==> config.mk <==
export PLATFORM = sky130hd
export DESIGN_NAME = priority_task_scheduler_core
export DESIGN_NICKNAME = d
export VERILOG_FILES = /design/src/design/pts_pkg.sv /design/src/design/pts_ctrl.sv /design/src/design/pts_dp.sv /design/src/design/priority_task_scheduler_core.sv
export SDC_FILE = /design/constraint.sdc
export NUM_CORES = 1
export LEC_CHECK = 0
export BUFFER_PORTS_ARGS = -buffer_cell sky130_fd_sc_hd__buf_2
export CAP_MARGIN = 20
export CORE_MARGIN = 8
export CORE_UTILIZATION = 50
export DETAILED_ROUTE_END_ITERATION = 10
export PLACE_DENSITY = 0.7
export SYNTH_ARGS = -nofsm -noshare
export SYNTH_HDL_FRONTEND = slang
export SYNTH_SLANG_ARGS = --single-unit
==> constraint.sdc <==
create_clock -name clk -period 4.5 [get_ports clk]
set_input_delay 0.675 -clock clk [delete_from_list [all_inputs] [get_ports clk]]
set_output_delay 0.675 -clock clk [all_outputs]
set_load 0.02 [all_outputs]
==> src/design/pts_pkg.sv <==
// ----------------------------------------------------------------------------
// Priority task scheduler package
// Shared sizes, request and status codes, payload and control structs.
// ----------------------------------------------------------------------------
`default_nettype none

package pts_pkg;

  localparam int MAX_TASKS = 8;
  localparam int IDX_W     = $clog2(MAX_TASKS);
  localparam int CNT_W     = $clog2(MAX_TASKS + 1);
  localparam int PRIO_BITS = 8;
  localparam int DELAY_W   = 32;

  localparam logic [1:0] REQ_CREATE   = 2'd0;
  localparam logic [1:0] REQ_DELAY    = 2'd1;
  localparam logic [1:0] REQ_TICK     = 2'd2;
  localparam logic [1:0] REQ_SCHEDULE = 2'd3;

  localparam logic [1:0] ST_OK         = 2'd0;
  localparam logic [1:0] ST_FULL       = 2'd1;
  localparam logic [1:0] ST_NO_CURRENT = 2'd2;

  typedef struct packed {
    logic [1:0]  req_type;
    logic [7:0]  task_priority;
    logic [31:0] delay_amount;
  } in_item_t;

  typedef struct packed {
    logic [1:0] status;
    logic [2:0] current_task;
    logic       current_valid;
    logic [3:0] tasks_in_use;
  } out_item_t;

  // controller -> datapath
  typedef struct packed {
    logic accept;
    logic tick_step;
    logic sched_step;
  } pts_cmd_t;

  // datapath -> controller
  typedef struct packed {
    logic go_tick;
    logic go_sched;
    logic scan_last;
  } pts_sts_t;

endpackage

`default_nettype wire

==> src/design/pts_ctrl.sv <==
// ----------------------------------------------------------------------------
// Priority task scheduler controller
// Sequences accept, per-entry scan steps and the one-cycle result strobe.
// ----------------------------------------------------------------------------
`default_nettype none

module pts_ctrl (
  input  wire logic          clk,
  input  wire logic          rst_n,
  input  wire logic          start,
  input  wire pts_pkg::pts_sts_t sts,
  output pts_pkg::pts_cmd_t  cmd,
  output logic               busy,
  output logic               out_valid
);
  import pts_pkg::*;

  typedef enum logic [3:0] {
    S_IDLE  = 4'b0001,
    S_TICK  = 4'b0010,
    S_SCHED = 4'b0100,
    S_RESP  = 4'b1000
  } state_t;

  state_t state_r, state_nxt;
  logic   accept;

  assign busy      = (state_r != S_IDLE);
  assign accept    = start && !busy;
  assign out_valid = (state_r == S_RESP);

  always_comb begin
    cmd.accept     = accept;
    cmd.tick_step  = (state_r == S_TICK);
    cmd.sched_step = (state_r == S_SCHED);
  end

  always_comb begin
    state_nxt = state_r;
    case (state_r)
      S_IDLE: begin
        if (start) begin
          if (sts.go_tick) begin
            state_nxt = S_TICK;
          end else if (sts.go_sched) begin
            state_nxt = S_SCHED;
          end else begin
            state_nxt = S_RESP;
          end
        end
      end
      S_TICK, S_SCHED: begin
        if (sts.scan_last) begin
          state_nxt = S_RESP;
        end
      end
      S_RESP:  state_nxt = S_IDLE;
      default: state_nxt = S_IDLE;
    endcase
  end

  always_ff @(posedge clk) begin
    if (!rst_n) begin
      state_r <= S_IDLE;
    end else begin
      state_r <= state_nxt;
    end
  end

  a_resp_one_cycle: assert property (@(posedge clk) disable iff (!rst_n)
    state_r == S_RESP |=> state_r == S_IDLE)
    else $error("result strobe held longer than one cycle");

  a_accept_leaves_idle: assert property (@(posedge clk) disable iff (!rst_n)
    accept |=> state_r != S_IDLE)
    else $error("accepted transaction did not start");

  a_scan_ends_in_resp: assert property (@(posedge clk) disable iff (!rst_n)
    (state_r == S_TICK || state_r == S_SCHED) && sts.scan_last |=> state_r == S_RESP)
    else $error("scan end did not produce a result");

endmodule

`default_nettype wire

==> src/design/pts_dp.sv <==
// ----------------------------------------------------------------------------
// Priority task scheduler datapath
// Task table, scheduler registers, scan counter and the best-priority search.
// ----------------------------------------------------------------------------
`default_nettype none

module pts_dp (
  input  wire logic          clk,
  input  wire logic          rst_n,
  input  wire pts_pkg::in_item_t in_data,
  input  wire pts_pkg::pts_cmd_t cmd,
  output pts_pkg::pts_sts_t  sts,
  output pts_pkg::out_item_t out_data
);
  import pts_pkg::*;

  // task table, entries valid below count_used_r
  logic                 task_blocked_r [MAX_TASKS];
  logic [DELAY_W-1:0]   delay_left_r   [MAX_TASKS];
  logic [PRIO_BITS-1:0] task_prio_r    [MAX_TASKS];

  logic [CNT_W-1:0]     count_used_r;
  logic [IDX_W-1:0]     current_index_r;
  logic                 have_current_r;
  logic [1:0]           status_r;

  logic [IDX_W-1:0]     scan_idx_r, scan_cnt_r;
  logic [PRIO_BITS-1:0] best_r, best_nxt;
  logic [IDX_W-1:0]     chosen_r, chosen_nxt;
  logic                 found_r, found_nxt;

  logic                 is_full, cur_ok, rd_blocked;
  logic [DELAY_W-1:0]   rd_delay;
  logic [PRIO_BITS-1:0] rd_prio;
  logic [IDX_W-1:0]     cur_inc, scan_inc;

  function automatic logic [IDX_W-1:0] wrap_inc(input logic [IDX_W-1:0] idx,
                                                input logic [CNT_W-1:0] cnt);
    logic [CNT_W-1:0] sum;
    sum = CNT_W'(idx) + CNT_W'(1);
    wrap_inc = (sum >= cnt) ? '0 : sum[IDX_W-1:0];
  endfunction

  assign is_full    = (count_used_r == CNT_W'(MAX_TASKS));
  assign cur_ok     = have_current_r && (CNT_W'(current_index_r) < count_used_r);
  assign rd_blocked = task_blocked_r[scan_idx_r];
  assign rd_delay   = delay_left_r[scan_idx_r];
  assign rd_prio    = task_prio_r[scan_idx_r];
  assign cur_inc    = wrap_inc(current_index_r, count_used_r);
  assign scan_inc   = wrap_inc(scan_idx_r, count_used_r);

  always_comb begin
    sts.go_tick   = (in_data.req_type == REQ_TICK) && (count_used_r != '0);
    sts.go_sched  = (in_data.req_type == REQ_SCHEDULE) && cur_ok;
    sts.scan_last = (CNT_W'(scan_cnt_r) + CNT_W'(1) == count_used_r);
  end

  // strictly greater keeps the first task met on a tie
  always_comb begin
    best_nxt   = best_r;
    chosen_nxt = chosen_r;
    found_nxt  = found_r;
    if (!rd_blocked && (!found_r || rd_prio > best_r)) begin
      best_nxt   = rd_prio;
      chosen_nxt = scan_idx_r;
      found_nxt  = 1'b1;
    end
  end

  // table writes
  always_ff @(posedge clk) begin
    if (cmd.accept) begin
      if (in_data.req_type == REQ_CREATE && !is_full) begin
        task_blocked_r[count_used_r[IDX_W-1:0]] <= 1'b0;
        delay_left_r[count_used_r[IDX_W-1:0]]   <= '0;
        task_prio_r[count_used_r[IDX_W-1:0]]    <= in_data.task_priority[PRIO_BITS-1:0];
      end else if (in_data.req_type == REQ_DELAY && cur_ok) begin
        delay_left_r[current_index_r]   <= in_data.delay_amount;
        task_blocked_r[current_index_r] <= 1'b1;
      end
    end else if (cmd.tick_step) begin
      if (rd_blocked && rd_delay != '0) begin
        delay_left_r[scan_idx_r] <= rd_delay - DELAY_W'(1);
        if (rd_delay == DELAY_W'(1)) begin
          task_blocked_r[scan_idx_r] <= 1'b0;
        end
      end
    end
  end

  // scan registers
  always_ff @(posedge clk) begin
    if (cmd.accept) begin
      scan_cnt_r <= '0;
      scan_idx_r <= (in_data.req_type == REQ_TICK) ? '0 : cur_inc;
      found_r    <= 1'b0;
      best_r     <= '0;
      chosen_r   <= '0;
      status_r   <= ST_OK;
      if (in_data.req_type == REQ_CREATE && is_full) begin
        status_r <= ST_FULL;
      end else if ((in_data.req_type == REQ_DELAY ||
                    in_data.req_type == REQ_SCHEDULE) && !cur_ok) begin
        status_r <= ST_NO_CURRENT;
      end
    end else if (cmd.tick_step || cmd.sched_step) begin
      scan_cnt_r <= scan_cnt_r + IDX_W'(1);
      scan_idx_r <= cmd.tick_step ? scan_idx_r + IDX_W'(1) : scan_inc;
      best_r     <= best_nxt;
      chosen_r   <= chosen_nxt;
      found_r    <= found_nxt;
    end
  end

  // scheduler state
  always_ff @(posedge clk) begin
    if (!rst_n) begin
      count_used_r    <= '0;
      current_index_r <= '0;
      have_current_r  <= 1'b0;
    end else if (cmd.accept) begin
      if (in_data.req_type == REQ_CREATE && !is_full) begin
        if (count_used_r == '0) begin
          current_index_r <= '0;
          have_current_r  <= 1'b1;
        end
        count_used_r <= count_used_r + CNT_W'(1);
      end
    end else if (cmd.sched_step && sts.scan_last && found_nxt) begin
      current_index_r <= chosen_nxt;
    end
  end

  always_comb begin
    out_data.status        = status_r;
    out_data.current_task  = 3'(current_index_r);
    out_data.current_valid = have_current_r;
    out_data.tasks_in_use  = 4'(count_used_r);
  end

  a_count_bounded: assert property (@(posedge clk) disable iff (!rst_n)
    count_used_r <= CNT_W'(MAX_TASKS))
    else $error("task count beyond table size");

  a_current_tracks_count: assert property (@(posedge clk) disable iff (!rst_n)
    have_current_r == (count_used_r != '0))
    else $error("current task flag out of step with task count");

  a_current_in_table: assert property (@(posedge clk) disable iff (!rst_n)
    have_current_r |-> CNT_W'(current_index_r) < count_used_r)
    else $error("current task index outside the table");

endmodule

`default_nettype wire

==> src/design/priority_task_scheduler_core.sv <==
// ----------------------------------------------------------------------------
// Priority task scheduler core
// Task table with create, delay, tick and priority round-robin schedule.
// ----------------------------------------------------------------------------
// Usage:
//   Input: drive in_data and raise start; the transaction is taken at a
//   rising edge where start is high and busy is low. busy stays high from
//   the accept until the result cycle has ended.
//   Output: out_valid is high for exactly one cycle with out_data holding
//   status, current task, current-valid flag and task count. The receiver
//   must take it in that cycle; there is no backpressure.
//   Sequence: create, delay and requests that end at once (no tasks, no
//   current task) show the result in the cycle after the accept. Tick and
//   schedule walk the table one entry per cycle and show the result after
//   the last entry. One shared read port on the task table sets that rate;
//   a new transaction can be taken in the cycle after the result.
//   Reset: synchronous, active low; clears task count and current task.
//   The table entries need no clearing, only created entries are read.
// ----------------------------------------------------------------------------
`default_nettype none

module priority_task_scheduler_core (
  input  wire logic           clk,
  input  wire logic           rst_n,
  input  wire logic           start,
  output logic                busy,
  input  wire pts_pkg::in_item_t in_data,
  output logic                out_valid,
  output pts_pkg::out_item_t  out_data
);
  import pts_pkg::*;

  pts_cmd_t cmd;
  pts_sts_t sts;

  // sequence accept, scan steps and the result strobe
  pts_ctrl u_ctrl (
    .clk       (clk),
    .rst_n     (rst_n),
    .start     (start),
    .sts       (sts),
    .cmd       (cmd),
    .busy      (busy),
    .out_valid (out_valid)
  );

  // hold the task table and the scheduler registers
  pts_dp u_dp (
    .clk      (clk),
    .rst_n    (rst_n),
    .in_data  (in_data),
    .cmd      (cmd),
    .sts      (sts),
    .out_data (out_data)
  );

endmodule

`default_nettype wire
## Word level (Yosys, flattened, before mapping)

Memory sizes are Yosys's and may differ from the RTL's. A register that Yosys moved wholly into a read port is not among the register bits.
Index checks and enable logic that the tools add are counted.

- $add $sub $neg: 7
- $lt $le $gt $ge: 4
- Eq/ne operators: 15
- Mux-type cells: 49
- Reduce and logical (&&, ||, !) cells: 36

Operators by type and width:

| kind | count |
|---|---|
| $mux W32 | 2 |
| $reduce_or A32 Y1 | 2 |
| $mux W3 | 18 |
| $eq A32 B1 Y1 const B | 1 |
| $reduce_bool A32 Y1 | 1 |
| $sub A32 B1 Y32 const B | 1 |
| $mux W1 | 23 |
| $mux W4 | 4 |
| $add A3 B1 Y4 const B | 3 |
| $logic_and A1 B1 Y1 | 12 |
| $eq A4 B4 Y1 const B | 2 |
| $ge A4 B4 Y1 | 2 |
| $gt A8 B8 Y1 | 1 |
| $pmux W4 S2 | 1 |
| $add A3 B1 Y3 const B | 2 |
| $ne A2 B1 Y1 const B | 3 |
| $reduce_and A2 Y1 | 3 |
| $reduce_and A3 Y1 | 2 |
| $logic_not A1 Y1 | 5 |
| $add A4 B1 Y4 const B | 1 |
| $eq A2 B2 Y1 const B | 2 |
| $eq A4 B1 Y1 const B | 1 |
| $eq A4 B2 Y1 const B | 1 |
| $eq A4 B3 Y1 const B | 1 |
| other kinds (13) | 17 |

- Flip-flop bits (word level): 32
- RAM bits: 328
- Input bits: 45
- Output and inout port bits: 12
- Logic and storage cells: 124
- Memories: 3

Memory list:

| name | words | width | read ports | clocked after Yosys merged registers in | write ports | line | source |
|---|---|---|---|---|---|---|---|
| u_dp.delay_left_r | 8 | 32 | 1 | 1 | 1 | pts_dp.sv:19 | `logic [DELAY_W-1:0] delay_left_r [MAX_TASKS];` |
| u_dp.task_prio_r | 8 | 8 | 1 | 1 | 1 | pts_dp.sv:20 | `logic [PRIO_BITS-1:0] task_prio_r [MAX_TASKS];` |
| u_dp.task_blocked_r | 8 | 1 | 1 | 1 | 1 | pts_dp.sv:18 | `logic task_blocked_r [MAX_TASKS];` |

## Depth between registers and ports, before layout

- Depth after elaboration: 10
- Gate-level depth with buffers: 18
- Gate-level depth less buffers: 11

## By module

Synthesis repeated with hierarchy kept, for this count alone.

- Cells, all modules: 969
- Area total of the unflattened synthesis: 15859.0 µm²

Modules (own cells, without submodules):

| module | times used | cells an instance | area each (µm²) | seq. area each (µm²) |
|---|---|---|---|---|
| pts_dp | 1 | 946 | 15630.0 | 10520.1 |
| pts_ctrl | 1 | 23 | 229.0 | 80.1 |

## Worst setup path after synthesis

Ideal clock, no wire load.

- Kind: register -> register
- From: reg with a tool-made name
- To: reg u_dp.best_r[5]
- Setup time: 0.086 ns
- Arrival time: 3.979 ns
- Required time: 4.414 ns
- Setup slack: 0.436 ns
- Cell stages (with the launch flop): 18
- Path buffers: 6
- Clock period less this slack: 4.064 ns
- Path through: dfxtp_1 > buf_2 > buf_2 > buf_2 > buf_1 > mux4_2 > mux2_2 > ha_1 > and4b_1 > a211oi_1 > o221ai_1 > o21ai_0 > a21bo_2 > or2_1 > buf_2 > buf_2 > nor2_1 > a211oi_1

RTL lines:

| what | line | source |
|---|---|---|
| to (signal assigned) | pts_dp.sv:109 | `best_r <= best_nxt;` |
| to (decl) | pts_dp.sv:28 | `logic [PRIO_BITS-1:0] best_r, best_nxt;` |

==> results.yml <==
grt:
  grtUsageTotal: 0.186
  grt_pass1_wl_mm: 55.7
  grt_max_degree: 42
  antenna_found_initial: 0
  overflow: 0
  grt_pass1_vias: 9687
yosys:
  syn_nets: 1113
  synth_area_sq_um: 16300
  synth_top_area_frac: 0.612
  ys_types: 71
  syn_avg_cell_area_sq_um: 15.7
  ys.flop_type: "edfxtp_1"
  yosysTopAreaCell: "edfxtp_1"
  ys_ff_latch: 363
  synth_common_cells: "333 x edfxtp_1, 68 x nor2_1, 63 x mux4_2, 52 x mux2i_1, 46 x nand2_1"
  yosysWarnings: 0
  synth_seq_area_share: 0.648
  syn_inst: 1041
  synth_enable_flop_cells: 333
  synth-async-reset-ratio: 0
  synth_area_leaders: "edfxtp_1 61%, mux4_2 8.7%, dfxtp_1 3.7%, mux2i_1 3.2%, ha_1 2.1%"
  synth.most_common_cell: "edfxtp_1"
setup_path:
  critPathMaxFanout: 39
  crit_path_end: "u_dp.chosen_r[1]"
  rrSetupSlack_ns: 0.59
  r2r_end: "u_dp.chosen_r[1]"
  criticalPathCategory: "reg2reg"
  endpoint_kind: "flip-flop"
  worst-path-stages: 12
  cp_slowest_cell: "dfxtp_4"
  r2r_cells: 12
  required_ns: 4.89
  path_buf_inv: 1
  critPathLaunchType: "flip-flop"
  critPathMaxStageDelay_ns: 0.81
  crit_family: "multiplexers"
  worstPathCellList: "buf_4 > mux4_2 > mux2_2 > ha_1 > and4b_1 > a211oi_1 > o221ai_1 > o21ai_0 > a21bo_2 > or2_1 > mux2i_1 > nor2_1"
  critical_path_arrival_ns: 4.31
layout:
  finalNonFillerCells: 1589
  area_growth_pct: 13.1
  final_nets: 1193
  final_util: 0.571
  drive_gt1_frac: 0.228
  postLayoutCellArea_sq_um: 18500
  antenna_cells: 0
sta:
  rsz0062_at_grt: "false"
  clock_skew_ns: 0.0253
  fin_ws_ns: 0.587
  fin_crit_sh: 0.870
  hold_slack_ns: 0.443
  drv_slew: 0
  hold_viol: 0
  finalSetupViolations: 0
  max_freq_mhz: 256
  relSlewSlack: 0.323
  setup-tns-final_ns: 0
  worst_pin_slew_ns: 1.02
  finalCriticalPeriod_ns: 3.91
die:
  die_h_um: 197
  ios: 57
  dieWidth_um: 197
  start_util: 0.505
  die_area_sq_um: 38700
  rows: 66
  coreArea_sq_um: 32400
clock_network:
  clk_path_buf_depth: 3
  clkSinkCount: 363
  cts_inserted_buffers: 36
  cts_tree: "built"
  postCtsHoldBufs: 0
  clk_latency_ns: 0.52
  cts_setup_buffers: 0
  cts_resized: 0
  h-tree-depth: 2
  cts_root_buf: "clkbuf_16"
  clk_pin_slew_ns: 0.06
route:
  wl_met2_mm: 16.6
  viasPerCell: 5.97
  dr_total_vias: 9486
  drt_pass1_iterations: 5
  drc: 0
  wl_met1_mm: 16.0
  dr.max_layer_used: "met4"
  wl_per_cell_um: 22.5
  drt_iter0_markers: 885
  ant_nets: 0
  wl_met3_mm: 2.51
  wirelength_mm: 35.8
worst_hold_path:
  hold_start: "rst_n"
  min_path_type: "in2reg"
  min_path_cells: 2
placed_design:
  portBuffers: 56
  gp_congestion: 0.847
  placedCellCount: 1525
  postPlaceCellArea_sq_um: 17300
  pre_cts_ws_ns: 0.580
  hpwl_mm: 23.6
status:
  status: "finished, final reports clean"
pwr:
  power_density_nw_per_um2: 413
  peakVddDrop_mv: 0.258
  finalPower_mw: 7.64
  leakage_nw: 5.76
flow_run:
  cap_violations: 0
[layout by cell type, fill, tap and decap left out, types with 30 or more instances in the layout]
| cell | instances |
|---|---|
| a22o_1 | 33 |
| buf_2 | 56 |
| clkbuf_16 | 37 |
| edfxtp_1 | 333 |
| inv_1 | 30 |
| mux2i_1 | 52 |
| mux4_2 | 63 |
| nand2_1 | 46 |
| nand3_1 | 36 |
| nor2_1 | 67 |
| nor3_1 | 30 |
[kinds of logic after synthesis]
| logic type | share of synthesized area |
|---|---|
| compound gates | 0.0672 |
| xor+xnor | 0.0187 |
| fa+ha+maj | 0.0207 |
| buf+inv | 0.0236 |
| flops | 0.648 |
| mux | 0.144 |
| simple gates | 0.0771 |
[metal layers]
metal,up-vias,track usage
li1,4280,-
met5,-,0
met4,0,0.0518
met3,44,0.0329
met2,349,0.292
met1,4813,0.263
[state kept, by name (all words and copies together) (netlist names), named ones only]
register,count
u_ctrl.state_r,4
u_dp.best_r,8
u_dp.chosen_r,3
u_dp.count_used_r,4
u_dp.current_index_r,3
u_dp.delay_left_r,256
u_dp.found_r,1
u_dp.have_current_r,1
u_dp.scan_cnt_r,3
u_dp.scan_idx_r,3
u_dp.status_r,2
u_dp.task_blocked_r,8
u_dp.task_prio_r,64
[how the worst min path moves through the flow]
| stage | end |
|---|---|
| 2_1_floorplan | u_dp.chosen_r[2] |
| 3_3_place_gp | u_dp.chosen_r[2] |
| 3_5_place_dp | u_dp.best_r[0] |
| 4_1_cts | u_ctrl.state_r[0] |
| 5_1_grt | u_dp.task_prio_r[6][4] |
| 6_report | u_ctrl.state_r[0] |
[report_power, final]
group          internal (mW)  switching, mW
Combinational          0.436          0.502
Sequential              3.67         0.0734
Clock                   1.74           1.22
[final cells by class]
type | instances | area [sq um]
clock inverter | 21 | 205
sequential | 363 | 10600
clock buffer | 43 | 948
fill | 2561 | 13900
tap | 442 | 553
timing repair buffer | 93 | 658
multi-input combinational | 595 | 5410
inverter | 32 | 120
No activity file was read; power rests on OpenSTA's default activity.
